## src/msb_first_bit_packer_top_defines.svh

```systemverilog
`ifndef MSB_FIRST_BIT_PACKER_TOP_DEFINES_SVH
`define MSB_FIRST_BIT_PACKER_TOP_DEFINES_SVH

// Checks that a condition implies another in the current cycle.
`define MSBP_ASSERT_NOW(label, cond, expr) \
    label: assert property (@(posedge clk) disable iff (!rst_n) (cond) |-> (expr)) \
        else $error("packer check failed");

// Checks that a condition implies another in the following cycle.
`define MSBP_ASSERT_NEXT(label, cond, expr) \
    label: assert property (@(posedge clk) disable iff (!rst_n) (cond) |=> (expr)) \
        else $error("packer check failed");

`endif

```

## src/msbp_pkg.sv

```systemverilog
package msbp_pkg;

    localparam int COUNT_WIDTH_DEF = 16;
    localparam int QUEUE_DEPTH_DEF = 2;
    localparam int FIELD_W         = 32;
    localparam int CAP_W           = 16;
    localparam logic [CAP_W-1:0] CAP_RESET = 16'hFFFF;

    typedef enum logic [0:0] {
        OP_WRITE = 1'b0,
        OP_ALIGN = 1'b1
    } opcode_t;

    // One queued job: up to four whole bytes, first byte in the top bits.
    typedef struct packed {
        logic [FIELD_W-1:0] data;
        logic [2:0]         nbytes;
    } job_t;

    // Front status seen by the top level.
    typedef struct packed {
        logic       push;
        logic [2:0] pend_count;
    } front_status_t;

endpackage

```

## src/msb_first_bit_packer_top.sv

```systemverilog
// MSB-first bit packer. Write words append up to 32 bits to a running bit
// string and each byte that fills up leaves on the result channel, earliest bit
// in the top position; align words flush the partial byte padded with zeros.
// An input word is taken in every cycle while the two-entry job queue has room;
// a write word yields up to four bytes and the result port carries one byte a
// cycle while out_stall is low. With the queue empty and the result port free,
// the first byte of a word is written into the job queue and then into the
// output register before it appears. Bytes beyond capacity_bytes are replaced
// by zero and flagged as overflow; capacity_bytes may only be written while
// the packer is idle.
module msb_first_bit_packer_top #(
    parameter int COUNT_WIDTH = msbp_pkg::COUNT_WIDTH_DEF,
    parameter int QUEUE_DEPTH = msbp_pkg::QUEUE_DEPTH_DEF
) (
    input  logic                       clk,
    input  logic                       rst_n,
    input  logic                       cfg_valid,
    output logic                       cfg_ready,
    input  logic [msbp_pkg::CAP_W-1:0] capacity_bytes,
    input  logic                       in_valid,
    output logic                       in_stall,
    input  logic                       opcode,
    input  logic [31:0]                field_value,
    input  logic [5:0]                 bit_count,
    output logic                       out_valid,
    input  logic                       out_stall,
    output logic [7:0]                 out_byte,
    output logic                       overflow,
    output logic                       last
);
    import msbp_pkg::*;

    `include "msb_first_bit_packer_top_defines.svh"

    logic [CAP_W-1:0] capacity_reg;
    job_t             push_job;
    job_t             head;
    front_status_t    front_status;
    logic             q_empty;
    logic             q_full;
    logic             pop;
    logic             in_accept;
    logic             align_flush;

    assign cfg_ready   = 1'b1;
    assign in_accept   = in_valid && !in_stall;
    assign align_flush = in_accept && (opcode == OP_ALIGN) && (front_status.pend_count != 3'd0);

    always_ff @(posedge clk or negedge rst_n)
    begin
        if (!rst_n)
        begin
            capacity_reg <= CAP_RESET;
        end
        else if (cfg_valid && cfg_ready)
        begin
            capacity_reg <= capacity_bytes;
        end
    end

    msbp_front u_front (
        .clk         (clk),
        .rst_n       (rst_n),
        .in_valid    (in_valid),
        .in_stall    (in_stall),
        .opcode      (opcode),
        .field_value (field_value),
        .bit_count   (bit_count),
        .q_full      (q_full),
        .push_job    (push_job),
        .status      (front_status)
    );

    msbp_queue #(
        .DEPTH (QUEUE_DEPTH)
    ) u_queue (
        .clk      (clk),
        .rst_n    (rst_n),
        .push     (front_status.push),
        .push_job (push_job),
        .pop      (pop),
        .head     (head),
        .empty    (q_empty),
        .full     (q_full)
    );

    msbp_back #(
        .COUNT_WIDTH (COUNT_WIDTH)
    ) u_back (
        .clk       (clk),
        .rst_n     (rst_n),
        .head      (head),
        .q_empty   (q_empty),
        .pop       (pop),
        .capacity  (capacity_reg),
        .out_valid (out_valid),
        .out_stall (out_stall),
        .out_byte  (out_byte),
        .overflow  (overflow),
        .last      (last)
    );

    `MSBP_ASSERT_NOW(a_drop_is_zero, out_valid && overflow, out_byte == 8'd0)
    `MSBP_ASSERT_NEXT(a_align_queues, align_flush, !q_empty)
    `MSBP_ASSERT_NEXT(a_word_continues, out_valid && !out_stall && !last, out_valid)

endmodule

```

## src/msbp_front.sv

```systemverilog
module msbp_front (
    input  logic                 clk,
    input  logic                 rst_n,
    input  logic                 in_valid,
    output logic                 in_stall,
    input  logic                 opcode,
    input  logic [31:0]          field_value,
    input  logic [5:0]           bit_count,
    input  logic                 q_full,
    output msbp_pkg::job_t        push_job,
    output msbp_pkg::front_status_t status
);
    import msbp_pkg::*;

    logic [6:0]  pend_bits_reg;
    logic [6:0]  pend_bits_next;
    logic [2:0]  pend_cnt_reg;
    logic [2:0]  pend_cnt_next;
    logic        accept;
    logic [5:0]  n_bits;
    logic [32:0] ones_shift;
    logic [31:0] value_masked;
    logic [38:0] acc;
    logic [5:0]  cnt;
    logic [39:0] aligned;
    logic [6:0]  keep_mask;
    logic [7:0]  flush_byte;
    logic        push;

    assign in_stall = q_full;
    assign accept   = in_valid && !in_stall;

    always_comb
    begin
        n_bits       = (bit_count > 6'd32) ? 6'd32 : bit_count;
        ones_shift   = {33{1'b1}} << n_bits;
        value_masked = field_value & ~ones_shift[31:0];
        acc          = ({32'd0, pend_bits_reg} << n_bits) | {7'd0, value_masked};
        cnt          = {3'd0, pend_cnt_reg} + n_bits;
        // Place the oldest whole byte at the top of a 40-bit word.
        aligned      = {1'b0, acc} << (6'd40 - cnt);
        keep_mask    = ~(7'h7F << cnt[2:0]);
        flush_byte   = {1'b0, pend_bits_reg} << (4'd8 - {1'b0, pend_cnt_reg});
    end

    always_comb
    begin
        pend_bits_next = pend_bits_reg;
        pend_cnt_next  = pend_cnt_reg;
        push           = 1'b0;
        push_job.data  = aligned[39:8];
        push_job.nbytes = cnt[5:3];
        if (accept)
        begin
            unique case (opcode_t'(opcode))
                OP_ALIGN:
                begin
                    push_job.data   = {flush_byte, 24'd0};
                    push_job.nbytes = 3'd1;
                    if (pend_cnt_reg != 3'd0)
                    begin
                        push           = 1'b1;
                        pend_bits_next = 7'd0;
                        pend_cnt_next  = 3'd0;
                    end
                end
                OP_WRITE:
                begin
                    push           = (cnt[5:3] != 3'd0);
                    pend_cnt_next  = cnt[2:0];
                    pend_bits_next = acc[6:0] & keep_mask;
                end
                default:
                begin
                    push = 1'b0;
                end
            endcase
        end
    end

    assign status.push       = push;
    assign status.pend_count = pend_cnt_reg;

    always_ff @(posedge clk or negedge rst_n)
    begin
        if (!rst_n)
        begin
            pend_bits_reg <= 7'd0;
            pend_cnt_reg  <= 3'd0;
        end
        else
        begin
            pend_bits_reg <= pend_bits_next;
            pend_cnt_reg  <= pend_cnt_next;
        end
    end

endmodule

```

## src/msbp_queue.sv

```systemverilog
module msbp_queue #(
    parameter int DEPTH = msbp_pkg::QUEUE_DEPTH_DEF
) (
    input  logic           clk,
    input  logic           rst_n,
    input  logic           push,
    input  msbp_pkg::job_t push_job,
    input  logic           pop,
    output msbp_pkg::job_t head,
    output logic           empty,
    output logic           full
);
    import msbp_pkg::*;

    localparam int PTR_W = (DEPTH > 1) ? $clog2(DEPTH) : 1;
    localparam int CNT_W = $clog2(DEPTH + 1);
    localparam logic [PTR_W-1:0] PTR_LAST = PTR_W'(DEPTH - 1);
    localparam logic [CNT_W-1:0] CNT_FULL = CNT_W'(DEPTH);

    job_t             slot_reg [DEPTH];
    logic [PTR_W-1:0] wr_ptr_reg;
    logic [PTR_W-1:0] wr_ptr_next;
    logic [PTR_W-1:0] rd_ptr_reg;
    logic [PTR_W-1:0] rd_ptr_next;
    logic [CNT_W-1:0] count_reg;
    logic [CNT_W-1:0] count_next;
    logic             do_push;
    logic             do_pop;

    assign empty   = (count_reg == '0);
    assign full    = (count_reg == CNT_FULL);
    assign head    = slot_reg[rd_ptr_reg];
    assign do_push = push && !full;
    assign do_pop  = pop && !empty;

    always_comb
    begin
        wr_ptr_next = wr_ptr_reg;
        rd_ptr_next = rd_ptr_reg;
        count_next  = count_reg;
        if (do_push)
        begin
            wr_ptr_next = (wr_ptr_reg == PTR_LAST) ? '0 : wr_ptr_reg + 1'b1;
        end
        if (do_pop)
        begin
            rd_ptr_next = (rd_ptr_reg == PTR_LAST) ? '0 : rd_ptr_reg + 1'b1;
        end
        unique case ({do_push, do_pop})
            2'b10:   count_next = count_reg + 1'b1;
            2'b01:   count_next = count_reg - 1'b1;
            default: count_next = count_reg;
        endcase
    end

    always_ff @(posedge clk or negedge rst_n)
    begin
        if (!rst_n)
        begin
            wr_ptr_reg <= '0;
            rd_ptr_reg <= '0;
            count_reg  <= '0;
        end
        else
        begin
            wr_ptr_reg <= wr_ptr_next;
            rd_ptr_reg <= rd_ptr_next;
            count_reg  <= count_next;
        end
    end

    always_ff @(posedge clk)
    begin
        if (do_push)
        begin
            slot_reg[wr_ptr_reg] <= push_job;
        end
    end

endmodule

```

## src/msbp_back.sv

```systemverilog
module msbp_back #(
    parameter int COUNT_WIDTH = msbp_pkg::COUNT_WIDTH_DEF
) (
    input  logic                         clk,
    input  logic                         rst_n,
    input  msbp_pkg::job_t               head,
    input  logic                         q_empty,
    output logic                         pop,
    input  logic [msbp_pkg::CAP_W-1:0]   capacity,
    output logic                         out_valid,
    input  logic                         out_stall,
    output logic [7:0]                   out_byte,
    output logic                         overflow,
    output logic                         last
);
    import msbp_pkg::*;

    localparam int CMP_W = (COUNT_WIDTH > CAP_W) ? COUNT_WIDTH : CAP_W;

    logic [1:0]             idx_reg;
    logic [1:0]             idx_next;
    logic [COUNT_WIDTH-1:0] emitted_reg;
    logic [COUNT_WIDTH-1:0] emitted_next;
    logic                   out_valid_reg;
    logic                   out_valid_next;
    logic [7:0]             out_byte_reg;
    logic                   overflow_reg;
    logic                   last_reg;
    logic                   advance;
    logic                   take;
    logic                   is_last;
    logic                   buf_full;
    logic [31:0]            shifted;

    assign advance  = !out_valid_reg || !out_stall;
    assign take     = advance && !q_empty;
    assign shifted  = head.data << {idx_reg, 3'b000};
    assign is_last  = (({1'b0, idx_reg} + 3'd1) == head.nbytes);
    // Once the counter saturates every further byte is dropped as well.
    assign buf_full = (CMP_W'(emitted_reg) >= CMP_W'(capacity)) || (&emitted_reg);
    assign pop      = take && is_last;

    always_comb
    begin
        idx_next       = idx_reg;
        emitted_next   = emitted_reg;
        out_valid_next = out_valid_reg;
        if (advance)
        begin
            out_valid_next = !q_empty;
        end
        if (take)
        begin
            idx_next = is_last ? 2'd0 : idx_reg + 2'd1;
            if (!buf_full)
            begin
                emitted_next = emitted_reg + 1'b1;
            end
        end
    end

    always_ff @(posedge clk or negedge rst_n)
    begin
        if (!rst_n)
        begin
            idx_reg       <= 2'd0;
            emitted_reg   <= '0;
            out_valid_reg <= 1'b0;
        end
        else
        begin
            idx_reg       <= idx_next;
            emitted_reg   <= emitted_next;
            out_valid_reg <= out_valid_next;
        end
    end

    always_ff @(posedge clk)
    begin
        if (take)
        begin
            out_byte_reg <= buf_full ? 8'd0 : shifted[31:24];
            overflow_reg <= buf_full;
            last_reg     <= is_last;
        end
    end

    assign out_valid = out_valid_reg;
    assign out_byte  = out_byte_reg;
    assign overflow  = overflow_reg;
    assign last      = last_reg;

endmodule

```

## config.mk

```make
export PLATFORM = sky130hd
export DESIGN_NAME = msb_first_bit_packer_top
export DESIGN_NICKNAME = d
export VERILOG_FILES = /design/src/msbp_pkg.sv /design/src/msb_first_bit_packer_top.sv /design/src/msbp_front.sv /design/src/msbp_queue.sv /design/src/msbp_back.sv
export VERILOG_INCLUDE_DIRS = /design/src /design/src/src
export SDC_FILE = /design/constraint.sdc
export NUM_CORES = 1
export LEC_CHECK = 0
export ABC_AREA = 1
export BUFFER_PORTS_ARGS = -buffer_cell sky130_fd_sc_hd__buf_2
export CAP_MARGIN = 0
export CORE_MARGIN = 5
export CORE_UTILIZATION = 62
export DETAILED_ROUTE_END_ITERATION = 8
export GPL_TIMING_DRIVEN = 0
export PLACE_DENSITY = 0.82
export RECOVER_POWER = 25
export SYNTH_ARGS = -nofsm -noshare
export SYNTH_HDL_FRONTEND = slang
export SYNTH_SLANG_ARGS = --single-unit
```

## constraint.sdc

```tcl
create_clock -name clk -period 4.2 [get_ports clk]
set_input_delay 0.63 -clock clk [delete_from_list [all_inputs] [get_ports clk]]
set_output_delay 0.63 -clock clk [all_outputs]
set_load 0.02 [all_outputs]
```

==> flow_metrics.py, run 1 <==
metrics = {
    "logic_synthesis": {
        "netlist_area_sq_mm": 0.00957,
        "synth_top_cell_area_share": 0.251,
        "yosysSeqAreaShare": 0.381,
        "syn-num-nets": 1402,
        "yosysMostFrequentCell": "nand3_1",
        "yosys-top-cells-area": "edfxtp_1 25%, nand3_1 20%, nand2_1 9.5%",
        "synth_seq_cells": 129,
        "synth_edf_count": 80,
        "syn_area_per_cell_sq_um": 7.28,
        "yosys.area.top_type": "edfxtp_1",
        "async_reset_ff_frac": 0.380,
        "synth_common_cells": "382 x nand3_1, 241 x nand2_1, 107 x inv_1",
        "syn_inst": 1315,
        "synth_flop_cell": "edfxtp_1",
        "synthDistinctLibCells": 49,
        "yosys_warnings": 0,
    },
    "clocking": {
        "cts_hold_buf": 0,
        "cts_buffers": 17,
        "clkLatencyLatePin_ns": 0.42,
        "cts.path.max_buffers": 2,
        "clkSlewWorstSetupHoldPaths_ns": 0.06,
        "cts_root_buf": "clkbuf_16",
        "cts_tree": "done",
        "cts_sinks": 129,
        "htree_num_levels": 4,
    },
    "finish": {
        "seq_area_sq_mm": 0.00365,
        "fin_cells": 1605,
        "multi_input_area_sq_mm": 0.00522,
        "num_antenna_cells": 0,
        "n_fill_cell": 1081,
        "nets": 1491,
        "layout-drive-gt1-share": 0.123,
        "synthToLayoutAreaGrowth_pct": 12.9,
        "largest_reg_flops": 70,
    },
    "power": {
        "p_leak_nw": 4.68,
        "p_int_mw": 4.86,
        "ir_drop_mv": 0.653,
        "p_seq_frac": 0.205,
        "p_comb_frac": 0.653,
        "p_sw_mw": 5.95,
        "sw_frac_of_total": 0.550,
        "pwr_density_cell_mw_per_mm2": 1000,
        "clockPowerShare": 0.142,
    },
    "floorplanning": {
        "die_area_sq_mm": 0.0180,
        "placementRows": 45,
        "die_w_um": 134,
        "core_area_sq_mm": 0.0151,
        "die_h_um": 134,
        "start_util": 0.632,
        "ios": 73,
    },
    "sta": {
        "report.final.hold_viol_count": 0,
        "setup_tns_ns": 0,
        "finalCritPeriodShare": 0.951,
        "final-max-slew-violation-count": 50,
        "max_clock_freq_mhz": 250,
        "tightest_slew_ns": 2.57,
        "setup_violations": 0,
        "maxSlewHeadroom": -0.714,
        "worst_clock_skew_ns": 0.00790,
        "whs_ns": 0.421,
        "min_period_ns": 4.00,
        "setup_slack_ns": 0.204,
    },
    "critical_path": {
        "rrSetupSlack_ns": 0.48,
        "critPathBufInv": 6,
        "critPathLaunchType": "primary input",
        "cpMostUsedCell": "nand3_1",
        "worstPathRequired_ns": 4.42,
        "path_cells": "buf_2 > nor2_1 > nand3_1 > nand2_2 > nand2_1 > buf_2 > nand2_1 > nand2_1 > inv_1 > buf_2 > ha_1 > inv_1 > clkbuf_1 > nand3_1 > nand3_1 > nand3_1 > nand3_1 > nand3_1 > a21oi_1",
        "cp.arrival_ns": 4.22,
        "crit_family": "simple AND/OR/NAND/NOR gates",
        "crit_slowest_cell": "clkbuf_1",
        "crit_type": "primary input to flip-flop",
        "worstPathMaxFanout": 10,
        "cpPeakStageDelay_ns": 0.44,
        "worst_setup_path_end_kind": "flip-flop",
    },
    "placement": {
        "portBuffers": 70,
        "dp_hpwl_mm": 26.3,
        "gp_congestion": 1.06,
        "place_ws_ns": -0.648,
        "place_inst": 1573,
    },
    "routing": {
        "dr.first_iter.drc_count": 2005,
        "ant_nets": 0,
        "vias": 11300,
        "wl_mm": 39.8,
        "drtPass1Iterations": 9,
        "drc": 22,
        "viasPerCell": 7.06,
        "wire_per_inst_um": 24.8,
    },
    "global_routing": {
        "grtUsageTotal": 0.439,
        "grt_max_degree": 50,
        "gr-total-overflow": 0,
        "antenna_found_initial": 0,
        "grt_pass1_wl_mm": 61.0,
        "grt_pass1_vias": 10700,
    },
    "flow_run": {
        "maxCapViolCount": 1,
    },
    "hold_path": {
        "worstHoldPathType": "primary input to flip-flop",
    },
    "run_status": {
        "violations": "design-rule violations, max-capacitance violations, max-slew violations",
        "outcome": "complete, but fails checks",
    },
}
-- routing by layer --
| layer | track usage | part of all wire | wire length (um) | vias to the layer above |
|---|---|---|---|---|
| li1 | - | - | - | 4774 |
| met1 | 0.532 | 0.34 | 13600 | 5103 |
| met2 | 0.716 | 0.45 | 17900 | 1153 |
| met3 | 0.0904 | 0.12 | 4830 | 303 |
| met4 | 0.278 | 0.087 | 3440 | 0 |
| met5 | 0 | 0 | 0 | - |
-- cell families (layout without fill, tap and decap cells) --
| kind of cell | count (synthesis) | in the layout | share of synthesized area |
|---|---|---|---|
| AND/OR/NAND/NOR | 742 | 742 | 0.353 |
| AO/OA/AOI/OAI | 201 | 201 | 0.122 |
| buffers and inverters | 185 | 287 | 0.0761 |
| flip-flops | 129 | 129 | 0.381 |
| adder cells (fa/ha/maj) | 27 | 27 | 0.0361 |
| XOR/XNOR | 21 | 21 | 0.0212 |
| multiplexers | 9 | 9 | 0.00955 |
| other | 1 | 1 | 0.000392 |
-- tightest hold or removal path, cell delays in order --
cell and delay, ns:
buf_2 0.08, nand2_1 0.04, o21ai_0 0.06
-- cell usage in the layout (no fill, tap or decap), types with 2 or more instances in the layout --
cell type	n
dfstp_2	15
edfxtp_1	80
nor2_4	5
clkbuf_16	17
inv_2	6
clkbuf_2	14
a32oi_1	9
buf_4	4
a21oi_1	45
xnor2_1	3
nor3_1	7
buf_2	80
inv_1	107
dfrtp_1	33
xor2_1	17
clkbuf_1	35
nand4_1	11
o211ai_1	14
nand2_2	5
a31oi_1	7
nand3_1	382
a211oi_1	3
a21oi_2	2
or2_2	2
nor2_1	80
clkinv_4	4
clkinv_1	4
buf_1	5
o221ai_1	8
o22ai_1	6
inv_6	4
clkinv_2	2
ha_1	26
mux2i_1	8
bufinv_16	3
nor2_2	4
nand2_1	241
o21ai_1	5
o21ai_0	96
-- stage by stage --
step | area (sq um) | utilization | power (mW)
2_1_floorplan | 9570 | - | 6.57
3_3_place_gp | 10200 | 0.670 | 8.36
3_5_place_dp | 10200 | 0.671 | 8.51
4_1_cts | 10800 | 0.712 | 10.3
5_1_grt | 10800 | 0.713 | 11.3
6_report | 10800 | 0.713 | 10.8
-- cell type report --
| cell class | count | area share |
|---|---|---|
| plain buffers | 68 | 0.0282 |
| clock buffers | 17 | 0.0394 |
| clock inverters | 15 | 0.0168 |
| inverters | 117 | 0.0409 |
| multi-input cells | 1001 | 0.483 |
| flip-flops and latches | 129 | 0.338 |
| well taps | 188 | 0.0218 |
| repair buffers | 70 | 0.0321 |
-- power groups by stage --
| stage | registers, mW | logic [mW] | clock network [mW] |
|---|---|---|---|
| after floorplan | 2.19 | 4.38 | 0 |
| after global placement | 2.16 | 6.19 | 0 |
| after detailed placement | 2.18 | 6.33 | 0 |
| after CTS | 2.20 | 6.59 | 1.51 |
| after global routing | 2.23 | 7.48 | 1.58 |
| final | 2.22 | 7.05 | 1.54 |
-- worst paths after layout --
| kind | startpoint | to | cells past startpoint |
|---|---|---|---|
| setup / recovery | bit_count[0] | u_queue.slot_reg[0][27] | 19 |
| hold / removal | capacity_bytes[3] | capacity_reg[3] | 3 |
| setup reg to reg | u_front.pend_cnt_reg[0] | u_queue.slot_reg[0][27] | 15 |
| hold reg to reg | capacity_reg[6] | capacity_reg[6] | 2 |
| max in group asynchronous | rst_n | u_front.pend_bits_reg[1] | 1 |
| min in group asynchronous | rst_n | u_front.pend_bits_reg[3] | 1 |
-- repair_timing --
item | 4_1_cts | 5_1_grt
endpoints found under the setup margin | 46 | 56
endpoints found under the hold margin | 0 | 0
resized for setup | 2 | 22
buffers inserted | 0 | 0
No activity file was read; power rests on OpenSTA's default activity.
==> run 2: changes to the inputs <==
CTS_CLUSTER_DIAMETER = 30   (was not set)
clock period = 4.1 ns   (was 4.2 ns; I/O delays follow)
==> run 2 against run 1 <==
  * The run still ends with design-rule violations, max-capacitance violations, max-slew violations left
  * Die area did not move
  * Critical endpoint is now u_queue.slot_reg[1][32]
  * Clock power barely moved
  * Clock skew rose by 0.0011 ns
  * Largest power group unchanged
  * Combinational power rose by 2%
  * Count of clock-buffer cells in the layout did not move
==> flow_metrics.py, run 2 (synthesis gave the netlist of run 1 again) <==
metrics = {
    "global_routing": {
        "grt_pass1_vias": 10700,
        "gr-total-overflow": 0,
        "grtUsageTotal": 0.439,
        "antenna_found_initial": 0,
        "grt_pass1_wl_mm": 61.0,
        "grt_max_degree": 50,
    },
    "hold_path": {
        "worstHoldPathType": "primary input to flip-flop",
        "min_from": "capacity_bytes[7]",
        "min_to": "capacity_reg[7]",
        "holdPathStages": 3,
    },
    "placement": {
        "portBuffers": 70,
        "gp_congestion": 1.06,
        "dp_hpwl_mm": 26.3,
    },
    "critical_path": {
        "rr_endpoint": "u_queue.slot_reg[1][32]",
        "cpPeakStageDelay_ns": 0.58,
        "crit_slowest_cell": "fa_1",
        "critPathLaunchType": "primary input",
        "worstPathRequired_ns": 4.32,
        "crit_type": "primary input to flip-flop",
        "worstPathMaxFanout": 10,
        "cpMostUsedCell": "inv_1",
        "worst_setup_path_end_kind": "flip-flop",
        "cp.arrival_ns": 4.21,
        "rrSetupSlack_ns": 0.39,
        "critPathBufInv": 8,
        "reg2reg_depth": 14,
        "r2r-start": "u_front.pend_cnt_reg[0]",
        "crit_family": "buffers and inverters",
        "path_cells": "buf_2 > buf_4 > inv_1 > nand2_1 > buf_2 > fa_1 > inv_1 > ha_1 > inv_1 > buf_1 > nand3_1 > nand3_1 > nand3_1 > o21ai_0 > inv_1 > a21oi_1",
        "crit_start": "bit_count[5]",
    },
    "floorplanning": {
        "die_w_um": 134,
        "core_area_sq_mm": 0.0151,
        "placementRows": 45,
        "ios": 73,
        "die_h_um": 134,
        "start_util": 0.632,
        "die_area_sq_mm": 0.0180,
    },
    "sta": {
        "final-max-slew-violation-count": 50,
        "report.final.hold_viol_count": 0,
        "tightest_slew_ns": 2.53,
        "maxSlewHeadroom": -0.685,
        "worst_clock_skew_ns": 0.00896,
        "min_period_ns": 3.99,
        "whs_ns": 0.408,
        "setup_violations": 0,
        "max_clock_freq_mhz": 250,
        "finalCritPeriodShare": 0.974,
    },
    "finish": {
        "nets": 1491,
        "num_antenna_cells": 0,
        "synthToLayoutAreaGrowth_pct": 12.9,
        "final_cell_mix": "382 x nand3_1, 240 x nand2_1, 107 x inv_1",
        "layout_commonest_cell": "nand3_1",
        "post-route-util": 0.713,
        "layout-drive-gt1-share": 0.123,
        "largest_reg_flops": 70,
    },
    "clocking": {
        "cts_tree": "done",
        "cts_sinks": 129,
        "postCtsSetupRepairBufs": 0,
        "htree_num_levels": 4,
        "clkSlewWorstSetupHoldPaths_ns": 0.06,
        "cts_buffers": 17,
        "cts.path.max_buffers": 2,
        "cts_root_buf": "clkbuf_16",
        "clkLatencyLatePin_ns": 0.42,
    },
    "flow_run": {
        "maxCapViolCount": 1,
    },
    "run_status": {
        "violations": "design-rule violations, max-capacitance violations, max-slew violations",
        "outcome": "complete, but fails checks",
    },
    "routing": {
        "drc": 1,
        "drtPass1Iterations": 9,
        "wire_per_inst_um": 24.7,
        "wl_mm": 39.7,
        "viasPerCell": 7.07,
        "dr.first_iter.drc_count": 1990,
        "ant_nets": 0,
        "vias": 11400,
    },
    "power": {
        "pwr_density_cell_mw_per_mm2": 1020,
        "total_power_mw": 11.0,
        "ir_drop_mv": 0.655,
        "p_leak_nw": 4.68,
    },
}
==> run 2: cell type report <==
class | instances | area [sq um]
multi-input cells | 1001 | 5220
fillers | 1084 | 4350
flip-flops and latches | 129 | 3650
inverters | 117 | 442
clock buffers | 17 | 425
repair buffers | 70 | 347
plain buffers | 68 | 303
well taps | 188 | 235
clock inverters | 15 | 181
==> run 2: what timing repair did <==
item,CTS,global route
pin swaps,0,0
hold buffers,0,0
resized for setup,2,22
endpoints found under the setup margin,50,65
==> run 2: worst max-delay path by stage <==
stage | endpoint | slack, ns | depth (start not counted)
after floorplan | u_queue.slot_reg[0][0] | -0.24 | 14
after detailed placement | u_queue.slot_reg[1][33] | -0.73 | 19
after global routing | u_queue.slot_reg[1][32] | -0.006 | 16
after global placement | u_queue.slot_reg[1][15] | -1.26 | 13
after CTS | u_queue.slot_reg[1][32] | 0.06 | 19
final | u_queue.slot_reg[1][32] | 0.11 | 16
==> run 2: routing by layer <==
metal	vias up	track usage	routed length [um]
met1	5125	0.532	13600
met5	-	0	0
met3	291	0.0904	4760
met2	1153	0.716	17900
li1	4784	-	-
met4	0	0.278	3440
==> run 2: worst min-delay path, stage by stage <==
cell and delay, ns:
buf_2 0.07, nand2_1 0.04, o21ai_0 0.06
==> run 2: power by group <==
group,leakage [nW],internal [mW],switching (mW)
logic,3.03,2.00,5.20
clock network,0.296,0.962,0.606
registers,1.35,2.02,0.256
total,4.68,4.97,6.06
==> run 2: through the flow <==
stage / setup TNS (ns) / instances / instance area (sq um) / setup slack (ns)
finish: 0 / 1605 / 10800 / 0.108
floorplan: -16.83 / 1315 / 9570 / -0.240
detailed placement: -38.61 / 1573 / 10200 / -0.733
CTS: 0 / 1605 / 10800 / 0.0551
global route: -0.0115 / 1605 / 10800 / -0.00607
global placement: -121.31 / 1573 / 10200 / -1.26
